$ cat config.mk
export PLATFORM = sky130hd
export DESIGN_NAME = ascii_load_record_parser_top
export DESIGN_NICKNAME = d
export VERILOG_FILES = /design/src/design/alrp_pkg.sv /design/src/design/alrp_in_stage.sv /design/src/design/alrp_step.sv /design/src/design/alrp_out_reg.sv /design/src/design/ascii_load_record_parser_top.sv
export SDC_FILE = /design/constraint.sdc
export NUM_CORES = 1
export LEC_CHECK = 0
export BUFFER_PORTS_ARGS = -buffer_cell sky130_fd_sc_hd__buf_2
export CAP_MARGIN = 25
export CORE_MARGIN = 4
export CORE_UTILIZATION = 30
export DETAILED_ROUTE_END_ITERATION = 10
export GPL_TIMING_DRIVEN = 0
export HOLD_SLACK_MARGIN = 0.02
export SETUP_SLACK_MARGIN = 0.02
export SLEW_MARGIN = 20
export SYNTH_ARGS = -nofsm -noshare
export SYNTH_HDL_FRONTEND = slang
export SYNTH_SLANG_ARGS = --single-unit
$ cat constraint.sdc
create_clock -name clk -period 8.2 [get_ports clk]
set_input_delay 0 -clock clk [delete_from_list [all_inputs] [get_ports clk]]
set_output_delay 0 -clock clk [all_outputs]
set_load 0.01 [all_outputs]
$ cat src/design/alrp_pkg.sv
// Shared types and constants for the ASCII load record parser.
package alrp_pkg;

  localparam int CharW   = 8;
  localparam int KindW   = 2;
  localparam int AddrW   = 18;
  localparam int WordW   = 36;
  localparam int ZcntW   = 17;
  localparam int TokW    = 16;
  localparam int CountW  = 14;
  localparam int ThirdW  = 13;
  localparam int RecipW  = 16;
  localparam int RecipSh = 17;

  localparam logic [CharW-1:0]  ChNewline = 8'h0A;
  localparam logic [CharW-1:0]  ChComma   = 8'h2C;
  localparam logic [CharW-1:0]  ChSemi    = 8'h3B;
  localparam logic [CharW-1:0]  ChT       = 8'h54;
  localparam logic [CharW-1:0]  ChZ       = 8'h5A;
  localparam logic [TokW-1:0]   HighMask  = 16'hC000;
  localparam logic [RecipW-1:0] RecipThree = 16'hAAAB;
  localparam logic [ZcntW-1:0]  ZeroFull  = 17'h10000;

  typedef enum logic [3:0] {
    PH_TYPE   = 4'd0,
    PH_BLANK  = 4'd1,
    PH_COUNT  = 4'd2,
    PH_ADDR   = 4'd3,
    PH_ZCOUNT = 4'd4,
    PH_D0     = 4'd5,
    PH_D1     = 4'd6,
    PH_D2     = 4'd7,
    PH_SKIP   = 4'd8
  } phase_t;

  typedef enum logic [1:0] {
    REC_T     = 2'd0,
    REC_Z     = 2'd1,
    REC_OTHER = 2'd3
  } rec_kind_t;

  typedef enum logic [KindW-1:0] {
    OUT_WRITE = 2'd0,
    OUT_ZERO  = 2'd1,
    OUT_START = 2'd2,
    OUT_ERROR = 2'd3
  } out_kind_t;

  typedef struct packed {
    logic             valid;
    logic [KindW-1:0] kind;
    logic [AddrW-1:0] address;
    logic [WordW-1:0] data_word;
    logic [ZcntW-1:0] zero_count;
  } result_t;

endpackage

$ cat src/design/alrp_in_stage.sv
// Input register holding one character transfer ahead of the parser step.
module alrp_in_stage (
  input  logic                       clk,
  input  logic                       rst,
  input  logic                       in_valid,
  output logic                       in_stall,
  input  logic [alrp_pkg::CharW-1:0] char_in,
  input  logic                       advance,
  output logic                       held,
  output logic [alrp_pkg::CharW-1:0] held_ch
);
  import alrp_pkg::*;

  logic accept;

  assign in_stall = held && !advance;
  assign accept   = in_valid && !in_stall;

  always_ff @(posedge clk) begin
    if (rst) begin
      held <= 1'b0;
    end else if (accept) begin
      held <= 1'b1;
    end else if (advance) begin
      held <= 1'b0;
    end
  end

  always_ff @(posedge clk) begin
    if (accept) begin
      held_ch <= char_in;
    end
  end

endmodule

$ cat src/design/alrp_step.sv
// Parser state and per-character next-state and result logic.
module alrp_step (
  input  logic                       clk,
  input  logic                       rst,
  input  logic                       advance,
  input  logic [alrp_pkg::CharW-1:0] ch,
  output alrp_pkg::result_t          res
);
  import alrp_pkg::*;

  phase_t                  phase, phase_next;
  rec_kind_t               record_kind, record_kind_next;
  logic [TokW-1:0]         token_acc, token_acc_next;
  logic [CountW-1:0]       word_count, word_count_next;
  logic [ThirdW-1:0]       word_thirds, word_thirds_next;
  logic [TokW-1:0]         record_addr, record_addr_next;
  logic [CountW-1:0]       word_index, word_index_next;
  logic [TokW-1:0]         low_part, low_part_next;
  logic [TokW-1:0]         mid_part, mid_part_next;
  logic                    line_ended, line_ended_next;

  logic                    nl, delim;
  logic [TokW-1:0]         addr_full;
  logic [CountW+RecipW-1:0] prod;
  logic [CountW-1:0]       index_inc;
  phase_t                  end_phase;

  always_comb begin
    nl        = (ch == ChNewline);
    delim     = nl || (ch == ChComma);
    addr_full = record_addr | token_acc;
    prod      = token_acc[CountW-1:0] * RecipThree;
    index_inc = word_index + CountW'(1);
    end_phase = nl ? PH_TYPE : PH_SKIP;

    phase_next       = phase;
    record_kind_next = record_kind;
    token_acc_next   = token_acc;
    word_count_next  = word_count;
    word_thirds_next = word_thirds;
    record_addr_next = record_addr;
    word_index_next  = word_index;
    low_part_next    = low_part;
    mid_part_next    = mid_part;
    line_ended_next  = line_ended;
    res              = '0;

    case (phase)
      PH_BLANK: begin
        phase_next = nl ? PH_TYPE : PH_COUNT;
      end
      PH_SKIP: begin
        if (nl) phase_next = PH_TYPE;
      end
      PH_COUNT, PH_ADDR, PH_ZCOUNT, PH_D0, PH_D1, PH_D2: begin
        if (!delim) begin
          token_acc_next = {token_acc[TokW-7:0], ch[5:0]};
        end else begin
          token_acc_next  = '0;
          line_ended_next = nl;
          case (phase)
            PH_COUNT: begin
              word_count_next  = token_acc[CountW-1:0];
              word_thirds_next = prod[RecipSh +: ThirdW];
              record_addr_next = token_acc & HighMask;
              phase_next       = nl ? PH_TYPE : PH_ADDR;
            end
            PH_ADDR: begin
              record_addr_next = addr_full;
              if (record_kind == REC_OTHER) begin
                res.valid   = 1'b1;
                res.kind    = OUT_ERROR;
                res.address = AddrW'(addr_full);
                phase_next  = end_phase;
              end else if (record_kind == REC_Z) begin
                phase_next = nl ? PH_TYPE : PH_ZCOUNT;
              end else if (word_count == '0) begin
                res.valid   = 1'b1;
                res.kind    = OUT_START;
                res.address = AddrW'(addr_full);
                phase_next  = end_phase;
              end else if (word_thirds == '0) begin
                phase_next = end_phase;
              end else begin
                phase_next = nl ? PH_TYPE : PH_D0;
              end
            end
            PH_ZCOUNT: begin
              res.valid      = 1'b1;
              res.kind       = OUT_ZERO;
              res.address    = AddrW'(record_addr);
              res.zero_count = (token_acc == '0) ? ZeroFull : ZcntW'(token_acc);
              phase_next     = end_phase;
            end
            PH_D0: begin
              low_part_next = token_acc;
              phase_next    = nl ? PH_TYPE : PH_D1;
            end
            PH_D1: begin
              mid_part_next = token_acc;
              phase_next    = nl ? PH_TYPE : PH_D2;
            end
            default: begin
              res.valid       = 1'b1;
              res.kind        = OUT_WRITE;
              res.address     = AddrW'(record_addr) + AddrW'(word_index);
              res.data_word   = {token_acc[3:0], mid_part, low_part};
              word_index_next = index_inc;
              if (index_inc >= CountW'(word_thirds)) phase_next = end_phase;
              else phase_next = nl ? PH_TYPE : PH_D0;
            end
          endcase
        end
      end
      default: begin
        if (nl) begin
          phase_next = PH_TYPE;
        end else if (ch == ChSemi) begin
          phase_next = PH_SKIP;
        end else begin
          record_kind_next = (ch == ChT) ? REC_T : ((ch == ChZ) ? REC_Z : REC_OTHER);
          token_acc_next   = '0;
          word_index_next  = '0;
          line_ended_next  = 1'b0;
          phase_next       = PH_BLANK;
        end
      end
    endcase
  end

  always_ff @(posedge clk) begin
    if (rst) begin
      phase       <= PH_TYPE;
      record_kind <= REC_T;
      token_acc   <= '0;
      word_count  <= '0;
      word_thirds <= '0;
      record_addr <= '0;
      word_index  <= '0;
      low_part    <= '0;
      mid_part    <= '0;
      line_ended  <= 1'b0;
    end else if (advance) begin
      phase       <= phase_next;
      record_kind <= record_kind_next;
      token_acc   <= token_acc_next;
      word_count  <= word_count_next;
      word_thirds <= word_thirds_next;
      record_addr <= record_addr_next;
      word_index  <= word_index_next;
      low_part    <= low_part_next;
      mid_part    <= mid_part_next;
      line_ended  <= line_ended_next;
    end
  end

endmodule

$ cat src/design/alrp_out_reg.sv
// Result register driving the output channel.
module alrp_out_reg (
  input  logic                       clk,
  input  logic                       rst,
  input  logic                       load,
  input  alrp_pkg::result_t          res,
  output logic                       free,
  output logic                       out_valid,
  input  logic                       out_stall,
  output logic [alrp_pkg::KindW-1:0] kind,
  output logic [alrp_pkg::AddrW-1:0] address,
  output logic [alrp_pkg::WordW-1:0] data_word,
  output logic [alrp_pkg::ZcntW-1:0] zero_count
);
  import alrp_pkg::*;

  assign free = !out_valid || !out_stall;

  always_ff @(posedge clk) begin
    if (rst) begin
      out_valid <= 1'b0;
    end else if (load) begin
      out_valid <= res.valid;
    end else if (free) begin
      out_valid <= 1'b0;
    end
  end

  always_ff @(posedge clk) begin
    if (load && res.valid) begin
      kind       <= res.kind;
      address    <= res.address;
      data_word  <= res.data_word;
      zero_count <= res.zero_count;
    end
  end

endmodule

$ cat src/design/ascii_load_record_parser_top.sv
// Top level of the ASCII load record parser.
//
//   channel | signals                                                    | per transfer
//   input   | in_valid, in_stall, char_in                                | one character
//   output  | out_valid, out_stall, kind, address, data_word, zero_count | at most one result
//
// One character per cycle sustained while the output is not stalled; a result reaches the
// output from its character transfer through the input register, then the result register.
// Reset clears the parser to waiting for a record type and empties both registers.
// Output stall holds the result register; the input register keeps accepting
// while the result register can take the parsed character.
module ascii_load_record_parser_top (
  input  logic                       clk,
  input  logic                       rst,
  input  logic                       in_valid,
  output logic                       in_stall,
  input  logic [alrp_pkg::CharW-1:0] char_in,
  output logic                       out_valid,
  input  logic                       out_stall,
  output logic [alrp_pkg::KindW-1:0] kind,
  output logic [alrp_pkg::AddrW-1:0] address,
  output logic [alrp_pkg::WordW-1:0] data_word,
  output logic [alrp_pkg::ZcntW-1:0] zero_count
);
  import alrp_pkg::*;

  logic              held;
  logic [CharW-1:0]  held_ch;
  logic              free;
  logic              advance;
  result_t           res;

  assign advance = held && free;

  alrp_in_stage u_in (
    .clk      (clk),
    .rst      (rst),
    .in_valid (in_valid),
    .in_stall (in_stall),
    .char_in  (char_in),
    .advance  (advance),
    .held     (held),
    .held_ch  (held_ch)
  );

  alrp_step u_step (
    .clk     (clk),
    .rst     (rst),
    .advance (advance),
    .ch      (held_ch),
    .res     (res)
  );

  alrp_out_reg u_out (
    .clk        (clk),
    .rst        (rst),
    .load       (advance),
    .res        (res),
    .free       (free),
    .out_valid  (out_valid),
    .out_stall  (out_stall),
    .kind       (kind),
    .address    (address),
    .data_word  (data_word),
    .zero_count (zero_count)
  );

endmodule

Word level (Yosys, flattened, before mapping)
Index checks and enable logic that the tools add are counted.
{ "word_totals": {"reg_bits": 194, "out_inout_bits": 75, "word_cells": 125} }
{ "classes": {"n_addsub": 2, "n_mul": 1, "order_cmp": 1, "eq_ne": 20, "n_mux": 43, "bitwise": 8, "n_reduce_logical": 33} }
{ "op_table": {"columns": ["op", "count"], "rows": [
  ["$mux 74", 2],
  ["$pmux 16 s2", 2],
  ["$mux 21", 3],
  ["$pmux 21 s3", 1],
  ["$mux 14", 4],
  ["$mux 16", 3],
  ["$mux 4", 10],
  ["$mux 36", 1],
  ["$mux 17", 2],
  ["$mul 14x16->30 const B", 1],
  ["$pmux 14 s2", 1],
  ["$reduce_and 4->1", 6],
  ["$pmux 4 s5", 1],
  ["$add 16x14->17", 1],
  ["$eq 4x3->1 const B", 4],
  ["$eq 8x6->1 const B", 2],
  ["$eq 8x7->1 const B", 2],
  ["$logic_not 16->1", 1],
  ["$or 16x16->16", 1],
  ["$add 14x1->14 const B", 1],
  ["$ge 14x13->1", 1],
  ["$logic_not 14->1", 1],
  ["$logic_not 13->1", 1],
  ["$mux 3", 4],
  ["other kinds (26)", 52]
]} }

Logic depth before layout (Yosys ltp)
{ "depth": {"word_depth": 9, "mapped_depth": 19} }

By module
From an unflattened synthesis, not the netlist that was laid out.
{ "unflattened": {"cells_unflattened": 1329, "area_unflattened_um2": 12530.8} }
{ "by_module_without_submodules": {"columns": ["mod", "instances", "cells_per_inst", "area_each_um2"], "rows": [
  ["alrp_step", 1, 1238, 9989.6],
  ["alrp_out_reg", 1, 78, 2244.7],
  ["alrp_in_stage", 1, 12, 290.3],
  ["ascii_load_record_parser_top", 1, 1, 6.3]
]} }

Worst setup path before layout
No wires, ideal clock.
{ "synth_timing": {"path_kind": "reg-to-reg", "start": "reg u_step.token_acc[12]", "end": "reg u_step.word_thirds[12]", "setup_ns": 0.127, "t_arrival_ns": 4.998, "slack_ns": 3.075, "stages_incl_launch_ff": 20, "n_path_buf": 0, "cell_sequence": "dfxtp_1 inv_1 ha_1 inv_1 fa_1 inv_1 fa_1 fa_1 inv_1 fa_1 inv_1 fa_1 ha_1 a21oi_1 o221ai_1 a211oi_1 o21ai_0 nand4_1 a211oi_1 or3b_1"} }
{ "synth_between": {"elab_chain_cells": 1} }
{ "synth_lines": {"columns": ["element", "line", "rtl"], "rows": [
  ["from (decl)", "alrp_step.sv:13", "logic [TokW-1:0] token_acc, token_acc_next;"],
  ["from (signal assigned)", "alrp_step.sv:146", "token_acc <= token_acc_next;"],
  ["$mul 14x16->30", "alrp_step.sv:32", "prod = token_acc[CountW-1:0] * RecipThree;"],
  ["to (signal assigned)", "alrp_step.sv:148", "word_thirds <= word_thirds_next;"],
  ["to (decl)", "alrp_step.sv:15", "logic [ThirdW-1:0] word_thirds, word_thirds_next;"]
]} }
Every way passes these cells.
A chain may end at the register's enable or synchronous reset.

Final worst setup path
{ "layout_timing": {"start": "reg u_step.token_acc[12]", "end": "reg u_step.word_thirds[10]"} }
Same word-level chain as after synthesis.

==> run_results.csv <==
group,metric,value,unit
clocking,cts_buffer_depth,2,
logic_synthesis,synth_common_cells,"inv_1, ha_1, nor2_1",
logic_synthesis,synth.most_common_cell,"inv_1",
logic_synthesis,ys_types,74,
final_layout,diodes,0,
routing,wl,33300,um
logic_synthesis,synth_flop_cell,"dfxtp_1",
logic_synthesis,synth_cells,1293,
global_route,grtUsageTotal,14.8,%
clocking,root_buffer,"clkbuf_16",
logic_synthesis,synthTopCellsByArea,"edfxtp_1, dfxtp_1, ha_1",
final_layout,final_nets,1605,
logic_synthesis,synthesis.nets,1488,
final_layout,final_design_area_no_fill,0.0142,mm2
logic_synthesis,synth_area_per_cell,9.52,um2
clocking,numCtsBuffers,17,
clocking,clk_pin_slew,0.08,ns
floorplan,dieArea,0.0443,mm2
global_route,grt_overflow,0,
logic_synthesis,yosys_warnings,0,
clocking,cts_sinks,193,
sta,finalMaxSlewViolations,0,
power,powerDensity,140,mW/mm2
place,port_buffers,85,
setup_path,setup.worst_path.start,"u_step.token_acc[12]",
routing,drc,0,
final_layout,multi_input_area,0.00693,mm2
routing,dr_total_vias,9806,
setup_path,crit_fanout,9,
min_path,hp-start,"rst",
sta,post-route-period-util,76.1,%
floorplan,coreArea,0.0402,mm2
sta,setup_tns,0,ns
global_route,grt_first_pass_wirelength,52800,um
logic_synthesis,synth_area,0.0123,mm2
outcome,outcome,"completed",
place,placed_area,0.0134,mm2
sta,rsz0062_at_grt,"no",
power,p_leak,6.14,nW
routing,drt_pre_antenna_iters,5,
logic_synthesis,ys_async_sr_fraction,0,%
logic_synthesis,yosysTopAreaCell,"edfxtp_1",
clocking,hold_buffers,11,
power,clock_power_share,45.0,%
global_route,grt_start_max_net_pins,38,
global_route,antenna_found_initial,1,
clocking,cts_resized,0,
final_layout,drive_above_1_share,9.77,%
logic_synthesis,synth_seq_area_share,37.9,%
setup_path,cp-end-kind,"flop",
floorplan,io_pins,87,
final_layout,area_growth,15.1,%
clocking,insertion_delay,0.45,ns
place,dp_hpwl,25900,um
power,netSwitchingPower,526,uW
clocking,htree_levels,4,
power,power.internal,1.46,mW
sta,setup_viol,0,
floorplan,rows,73,
sta,finalCriticalPeriod,6.24,ns
logic_synthesis,synth_edf_count,80,
floorplan,start_util,30.6,%
sta,finClkSkew,0.0131,ns
setup_path,cp.arrival,6.61,ns
power,ir_drop,146,uV
logic_synthesis,ys_ff_latch,193,
logic_synthesis,yosysTopAreaCellShare,19.5,%
clocking,cts_setup_buffers,0,
power,swShare,26.6,%
setup_path,crit_required,8.56,ns
power,p_comb_share,4.2,%
global_route,grt_pass1_vias,9676,
floorplan,die_width,211,um
clocking,tritoncts,"yes",
routing,drt_iter0_markers,758,
sta,fmax,160,MHz
power,pwr-share-seq,50.8,%
sta,worst_slew_pin_slew,0.966,ns
min_path,hold_path.class,"input port to flop",
sta,finalHoldViolCount,0,
job,max-cap-violations,0,
routing,postRouteAntennaNets,0,
final_layout,regArea,0.00466,mm2
setup_path,cp-start-kind,"flop",
setup_path,path_class,"flop to flop",
routing,detail_route.wl_per_cell,17.1,um
floorplan,die_h,211,um
setup_path,timing.rr.start,"u_step.token_acc[12]",
final_layout,num-fill-cells,4083,
place,gp_congestion,0.910,
routing,via_per_inst,5.03,
sta,slew_headroom,34.7,%
==> kinds of logic (layout without fill, tap and decap cells) <==
family                     count (synthesis)  after routing  share of synthesized area [%]
xor gates and xnor gates                  34             34                           2.42
buffers and inverters                    187            317                           5.85
DFF                                      193            193                           37.9
other                                      1              1                         0.0305
and+or+nand+nor                          404            404                           16.3
AOI/OAI and AO/OA                        275            275                           14.3
muxes                                     16             16                           1.32
adders and majority gates                183            183                           21.8
==> stage by stage <==
stage | setup slack (ns) | power, mW | util (%) | hold WS (ns) | std cells
after detailed placement | 2.06 | 1.11 | 33.4 | 0.181 | 1905
final | 1.96 | 1.98 | 35.3 | 0.0820 | 1948
after global routing | 1.64 | 2.04 | 35.3 | 0.0803 | 1948
after global placement | 2.07 | 1.11 | 33.3 | 0.182 | 1903
after floorplan | 3.07 | 1.08 | - | 0.0989 | 1293
after CTS | 2.02 | 1.99 | 35.3 | 0.0447 | 1948
==> flip-flops by register name (all words and copies together), names as in the netlist, 4 cells and up <==
signal and cells:
u_step.phase 4, u_step.record_addr 16, u_out.data_word 36, u_step.word_thirds 13, u_step.low_part 16, u_out.address 17, u_step.token_acc 16, u_in.held_ch 8
u_out.zero_count 17, u_step.mid_part 16, u_step.word_count 14, u_step.word_index 14
==> placed cells by master (no fill, tap or decap), drive strengths merged, types with 22 or more instances in the layout <==
cell type  count
buf           96
and2          42
o21ai         36
fa            53
a21oi        106
nand3         31
dfxtp        113
inv          141
clkbuf        64
and3          25
edfxtp        80
ha           130
a21o          22
nand2         77
nor3          22
nor2         130
==> final timing paths <==
kind / cells past startpoint / slack [ns] / end
worst max-delay path: 19 / 1.96 / u_step.word_thirds[10]
worst min-delay path: 4 / 0.08 / u_step.word_thirds[10]
worst max register to register: 19 / 1.96 / u_step.word_thirds[10]
worst min register to register: 2 / 0.46 / u_step.word_count[7]
==> power by group through the flow <==
stage	Clock, mW	Sequential, mW	Combinational, mW
after floorplan	0	1.02	0.0530
after global placement	0	1.03	0.0770
after detailed placement	0	1.03	0.0783
after CTS	0.900	1.01	0.0827
after global routing	0.943	1.01	0.0923
final	0.891	1.01	0.0842
==> worst max-delay path, cell delays in order, from the launching register on <==
cell and delay (ns):
dfxtp_1 0.66, inv_1 0.28, ha_1 0.34, inv_1 0.05
fa_1 0.50, inv_1 0.06, fa_1 0.50, fa_1 0.51
inv_1 0.05, fa_1 0.55, inv_1 0.06, fa_1 0.46
ha_1 0.32, nand4_1 0.16, nor2_1 0.13, o21ai_0 0.18
o21ai_0 0.50, a31oi_1 0.24, or4_1 0.44, a21oi_1 0.17
==> final cells by class <==
cell class                      count  area share (%)
Buffer                             56            1.62
Clock buffer                       17            3.00
Clock inverter                     15            1.51
Timing Repair Buffer               98            3.96
Sequential cell                   193            32.9
Inverter                          131            3.49
Tap cell                          525            4.64
Multi-Input combinational cell    913            48.9
==> layer usage <==
metal	GRT usage [%]	vias up	part of all wire (%)
li1	-	4774	-
met2	24.6	329	48
met4	4.65	0	2.3
met5	0	-	0
met1	20.4	4650	44
met3	1.58	53	5.7
Note: power is estimated with default switching activity, not from simulation.
